--- src/hdl/tgcr_pkg.sv ---
`timescale 1ns / 1ps
package tgcr_pkg;

	localparam int POS_W = 48;
	localparam int SPD_W = 32;
	localparam int RADIUS_W = 20;
	localparam int GRID_DIM_W = 7;
	localparam int TILE_IDX_W = 6;
	localparam int CFG_INDEX_W = 2;
	localparam int CFG_DATA_W = 20;

	// Configuration register indexes.
	localparam logic [CFG_INDEX_W-1:0] CFG_GRID_WIDTH = 2'd0;
	localparam logic [CFG_INDEX_W-1:0] CFG_GRID_HEIGHT = 2'd1;
	localparam logic [CFG_INDEX_W-1:0] CFG_RADIUS = 2'd2;
	localparam logic [CFG_INDEX_W-1:0] CFG_GRID_LOADED = 2'd3;

	// Command codes of an input word.
	localparam logic CMD_WRITE = 1'b0;
	localparam logic CMD_RESOLVE = 1'b1;

	localparam logic [RADIUS_W-1:0] RADIUS_RESET = 20'd65536;

	typedef enum logic [1:0] {
		OP_WRITE,
		OP_PASS,
		OP_RESOLVE
	} op_kind_t;

	typedef struct packed {
		logic cmd;
		logic [TILE_IDX_W-1:0] tile_col;
		logic [TILE_IDX_W-1:0] tile_row;
		logic tile_solid;
		logic signed [POS_W-1:0] prev_x;
		logic signed [POS_W-1:0] prev_y;
		logic signed [POS_W-1:0] moved_x;
		logic signed [POS_W-1:0] moved_y;
		logic signed [SPD_W-1:0] speed_x;
		logic signed [SPD_W-1:0] speed_y;
	} in_item_t;

	typedef struct packed {
		logic signed [POS_W-1:0] final_x;
		logic signed [POS_W-1:0] final_y;
		logic signed [SPD_W-1:0] final_speed_x;
		logic signed [SPD_W-1:0] final_speed_y;
		logic hit_x;
		logic hit_y;
	} out_item_t;

	typedef struct packed {
		logic [GRID_DIM_W-1:0] grid_width;
		logic [GRID_DIM_W-1:0] grid_height;
		logic [RADIUS_W-1:0] radius;
		logic loaded;
	} cfg_t;

	typedef struct packed {
		op_kind_t kind;
		logic [TILE_IDX_W-1:0] tile_col;
		logic [TILE_IDX_W-1:0] tile_row;
		logic tile_solid;
		logic signed [POS_W-1:0] prev_x;
		logic signed [POS_W-1:0] prev_y;
		logic signed [POS_W-1:0] moved_x;
		logic signed [POS_W-1:0] moved_y;
		logic signed [SPD_W-1:0] speed_x;
		logic signed [SPD_W-1:0] speed_y;
	} op_t;

	typedef struct packed {
		logic valid;
		op_t op;
	} head_t;

endpackage

--- src/hdl/tgcr_front.sv ---
`timescale 1ns / 1ps
module tgcr_front #(
	parameter int MAX_COLS = 64,
	parameter int MAX_ROWS = 64
) (
	input logic clk,
	input logic arst_n,
	input logic start,
	input tgcr_pkg::in_item_t in_item,
	input logic loaded,
	input logic pop,
	output logic busy,
	output tgcr_pkg::head_t head
);

	localparam int QDEPTH = 2;
	localparam int PTR_W = $clog2(QDEPTH);
	localparam int CNT_W = $clog2(QDEPTH + 1);

	tgcr_pkg::op_t queue_q [QDEPTH];
	logic [PTR_W-1:0] wr_ptr_q;
	logic [PTR_W-1:0] rd_ptr_q;
	logic [CNT_W-1:0] count_q;
	tgcr_pkg::op_t op_in;
	logic keep;
	logic push;
	logic do_pop;

	// A tile write that falls outside the store has no effect, so it is
	// dropped here and never reaches the queue.
	always_comb begin
		op_in.tile_col = in_item.tile_col;
		op_in.tile_row = in_item.tile_row;
		op_in.tile_solid = in_item.tile_solid;
		op_in.prev_x = in_item.prev_x;
		op_in.prev_y = in_item.prev_y;
		op_in.moved_x = in_item.moved_x;
		op_in.moved_y = in_item.moved_y;
		op_in.speed_x = in_item.speed_x;
		op_in.speed_y = in_item.speed_y;
		keep = 1'b1;
		if (in_item.cmd == tgcr_pkg::CMD_WRITE) begin
			op_in.kind = tgcr_pkg::OP_WRITE;
			keep = (int'(in_item.tile_col) < MAX_COLS) && (int'(in_item.tile_row) < MAX_ROWS);
		end else if (loaded) begin
			op_in.kind = tgcr_pkg::OP_RESOLVE;
		end else begin
			op_in.kind = tgcr_pkg::OP_PASS;
		end
	end

	assign busy = (count_q == CNT_W'(QDEPTH));
	assign push = start && !busy && keep;
	assign do_pop = pop && (count_q != '0);

	assign head.valid = (count_q != '0);
	assign head.op = queue_q[rd_ptr_q];

	always_ff @(posedge clk or negedge arst_n) begin
		if (!arst_n) begin
			wr_ptr_q <= '0;
			rd_ptr_q <= '0;
			count_q <= '0;
		end else begin
			if (push) begin
				wr_ptr_q <= wr_ptr_q + PTR_W'(1);
			end
			if (do_pop) begin
				rd_ptr_q <= rd_ptr_q + PTR_W'(1);
			end
			if (push && !do_pop) begin
				count_q <= count_q + CNT_W'(1);
			end else if (!push && do_pop) begin
				count_q <= count_q - CNT_W'(1);
			end
		end
	end

	always_ff @(posedge clk) begin
		if (push) begin
			queue_q[wr_ptr_q] <= op_in;
		end
	end

endmodule

--- config.mk ---
export PLATFORM = sky130hd
export DESIGN_NAME = tgcr_front
export DESIGN_NICKNAME = d
export VERILOG_FILES = /design/src/hdl/tgcr_pkg.sv /design/src/hdl/tgcr_front.sv
export SDC_FILE = /design/constraint.sdc
export NUM_CORES = 1
export LEC_CHECK = 0
export ABC_CLOCK_PERIOD_IN_PS = 21600
export BUFFER_PORTS_ARGS = -buffer_cell sky130_fd_sc_hd__buf_2
export CORE_AREA = 2 2 210 212
export DETAILED_ROUTE_END_ITERATION = 6
export DIE_AREA = 0 0 212 214
export PLACE_DENSITY = 0.72
export REMOVE_ABC_BUFFERS = 1
export SLEW_MARGIN = 25
export SYNTH_ARGS = -nofsm -noshare
export SYNTH_HDL_FRONTEND = slang
export SYNTH_SLANG_ARGS = --single-unit
--- constraint.sdc ---
create_clock -name clk -period 21.6 [get_ports clk]
set_clock_uncertainty 0.2 [all_clocks]
set_input_delay 1.08 -clock clk [delete_from_list [all_inputs] [get_ports clk]]
set_output_delay 1.08 -clock clk [all_outputs]
set_load 0.02 [all_outputs]
==> insert_results.sql <==
INSERT INTO impl_metrics (metric_group, metric, value, unit) VALUES
('global_route', 'overflow', '0', ''),
('placed_design', 'placement.cell_area', '23400', 'um2'),
('route', 'route.detailed.wl_per_inst', '20.5', 'um'),
('sta', 'achievable-frequency', '177', 'MHz'),
('setup_path', 'reg2reg_slack', '18.61', 'ns'),
('clocking', 'clkLatencyLatePin', '0.58', 'ns'),
('clocking', 'number_of_buffers_added_to_fix_hold_violations_after_cts', '0', ''),
('logic_synthesis', 'synth-seq-cells', '546', ''),
('pwr', 'power_frac_seq', '42.3', '%'),
('placed_design', 'finalWeightedCongestion', '0.779', ''),
('sta', 'fraction_of_the_cycle_the_final_worst_path_needs', '26.2', '%'),
('clocking', 'clock_tree_from_tritoncts', 'built', ''),
('logic_synthesis', 'synth_largest_type_area_fraction', '81.1', '%'),
('route', 'drt_iter0_drc', '494', ''),
('floorplan', 'die-area', '45400', 'um2'),
('setup_path', 'end_point_of_the_critical_path', 'head[75]', ''),
('logic_synthesis', 'post_synth_num_cell_types', '18', ''),
('logic_synthesis', 'synth_area_per_cell', '23.2', 'um2'),
('pwr', 'power.density', '143', 'nW/um2'),
('sta', 'hold_violations', '0', ''),
('floorplan', 'num_rows', '76', ''),
('layout', 'layout-drive-gt1-share', '60.9', '%'),
('pwr', 'vdd_drop_max', '0.000105', 'V'),
('route', 'post-route-drc-count', '0', ''),
('clocking', 'path_clk_slew', '0.06', 'ns'),
('floorplan', 'fp.dieH', '214', 'um'),
('global_route', 'grt_pass1_wl', '62600', 'um'),
('floorplan', 'coreArea', '42900', 'um2'),
('pwr', 'cell_internal_pwr', '2430', 'uW'),
('logic_synthesis', 'synth_most_common_cell', 'edfxtp_1', ''),
('clocking', 'cts_buffers', '53', ''),
('sta', 'rsz0062_at_grt', 'false', ''),
('worst_hold_path', 'hold_class', 'in2async', ''),
('floorplan', 'dieWidth', '212', 'um'),
('layout', 'final_nets', '1722', ''),
('global_route', 'grt_max_degree', '164', ''),
('layout', 'syn2layout_area_growth', '25.1', '%'),
('logic_synthesis', 'synth_enable_flop_cells', '542', ''),
('pwr', 'switchingPower', '1170', 'uW'),
('global_route', 'grt_pass1_vias', '10700', ''),
('logic_synthesis', 'synth_seq_area_share', '81.6', '%'),
('global_route', 'grt.total_usage', '18.3', '%'),
('setup_path', 'critical_path_required', '20.32', 'ns'),
('layout', 'layout.core_utilization', '58.6', '%'),
('sta', 'tns', '0', 'ns'),
('logic_synthesis', 'synth_flop_cell', 'edfxtp_1', ''),
('setup_path', 'worst-path-max-fanout', '63', ''),
('route', 'detail_route.vias_per_cell', '4.88', ''),
('route', 'drt_wl_total', '42800', 'um'),
('route', 'detail_route.first_pass.iterations', '4', ''),
('logic_synthesis', 'synth-async-reset-ratio', '0.733', '%'),
('setup_path', 'crit_path_start', 'rd_ptr_q', ''),
('floorplan', 'boundaryPins', '548', ''),
('clocking', 'clock_path_buffers', '3', ''),
('floorplan', 'initial_utilization', '46.8', '%'),
('layout', 'layout.cell_area.non_filler', '25100', 'um2'),
('route', 'route.vias.total', '10200', ''),
('logic_synthesis', 'cell_count_after_synthesis', '864', ''),
('placed_design', 'portBuffers', '547', ''),
('clocking', 'cts.htree.levels', '2', ''),
('setup_path', 'timing.critical_path.arrival', '4.39', 'ns'),
('pwr', 'p_leak', '0.00957', 'uW'),
('setup_path', 'timing.critical_path.from_type', 'flip-flop', ''),
('clocking', 'clkSinkCount', '546', ''),
('logic_synthesis', 'synth_area_leaders', 'edfxtp_1 81%, mux2_2 11%, mux2_4 6.0%', ''),
('layout', 'filler_cell_count', '3214', ''),
('pwr', 'power_frac_comb', '33.3', '%'),
('sta', 'tightest_slew', '1.16', 'ns'),
('setup_path', 'endpoint_kind', 'primary output', ''),
('sta', 'layout_min_cycle_time', '5.67', 'ns'),
('run_status', 'run_status', 'finished, final reports clean', '');
[worst min-delay path by stage]
stage	to	start	cells past startpoint	slack, ns
2_1_floorplan	count_q[1]	count_q[1]	1	0.26
3_3_place_gp	count_q[1]	count_q[1]	1	0.29
3_5_place_dp	count_q[1]	count_q[1]	1	0.28
4_1_cts	wr_ptr_q	arst_n	1	0.04
5_1_grt	wr_ptr_q	arst_n	1	0.07
6_report	wr_ptr_q	arst_n	1	0.09
[routing by layer]
metal  part of all wire, %  GRT usage [%]
met1                    37           20.2
met2                    50           31.4
met3                   9.9           7.24
met4                   2.8           7.39
met5                  0.24              0
[power groups by stage]
| stage | registers, uW | logic, uW | clock network, uW |
|---|---|---|---|
| floorplan | 1680 | 881 | 0 |
| global placement | 1530 | 1210 | 0 |
| detailed placement | 1550 | 1210 | 0 |
| CTS | 1530 | 1220 | 904 |
| global route | 1540 | 1270 | 945 |
| finish | 1520 | 1200 | 880 |
[layout make-up]
cell class | count | area, um2 | area share, %
Sequential cell | 546 | 16400 | 65.2
Multi-Input combinational cell | 286 | 3470 | 13.8
Timing Repair Buffer | 557 | 2830 | 11.3
Clock buffer | 63 | 1410 | 5.60
Tap cell | 585 | 732 | 2.91
Clock inverter | 33 | 262 | 1.04
Antenna cell | 11 | 27.5 | 0.110
Inverter | 2 | 7.51 | 0.0299
[registers in the layout, indices dropped and copies added, names as in the netlist]
signal and flops:
count_q 2, rd_ptr_q 1, queue_q 542, wr_ptr_q 1
[worst max-delay path: stages, from the launching register on]
cell	delay [ns]
dfrtp_4	0.88
buf_4	0.65
buf_4	0.85
buf_4	0.73
mux2_2	0.42
buf_2	0.16
[stage by stage]
stage | hold slack [ns] | instances | total power, uW | setup slack (ns)
floorplan | 0.256 | 834 | 2560 | 8.10
global placement | 0.285 | 1976 | 2740 | 16.57
detailed placement | 0.282 | 1976 | 2760 | 16.52
CTS | 0.0445 | 2072 | 3650 | 15.84
global route | 0.0681 | 2081 | 3760 | 15.67
finish | 0.0895 | 2083 | 3600 | 15.93
[cell usage in the layout, fill, tap and decap left out]
master and n:
and2_1 1, and3_4 1, buf_12 1, buf_2 547
buf_4 7, buf_6 2, bufinv_16 4, clkbuf_1 8
clkbuf_16 55, clkinv_1 15, clkinv_2 9, clkinv_4 1
clkinvlp_4 3, dfrtp_1 3, dfrtp_4 1, diode_2 11
edfxtp_1 542, ha_1 1, inv_1 2, inv_6 1
mux2_2 191, mux2_4 80, nand2_1 2, nand2b_1 1
nor2_1 1, nor2_4 1, nor2b_1 1, or2_2 1
xnor2_1 3, xor2_1 2
[kinds of logic (layout without fill, tap and decap cells)]
logic type	Yosys count	count (layout)	synth area share, %
xor+xnor	5	5	0.218
fa+ha+maj	1	1	0.0623
buf+inv	32	655	1.20
flops	546	546	81.6
mux	271	271	16.7
other cells	0	11	0
simple gates	9	9	0.231
No activity file was read; power rests on OpenSTA's default activity.
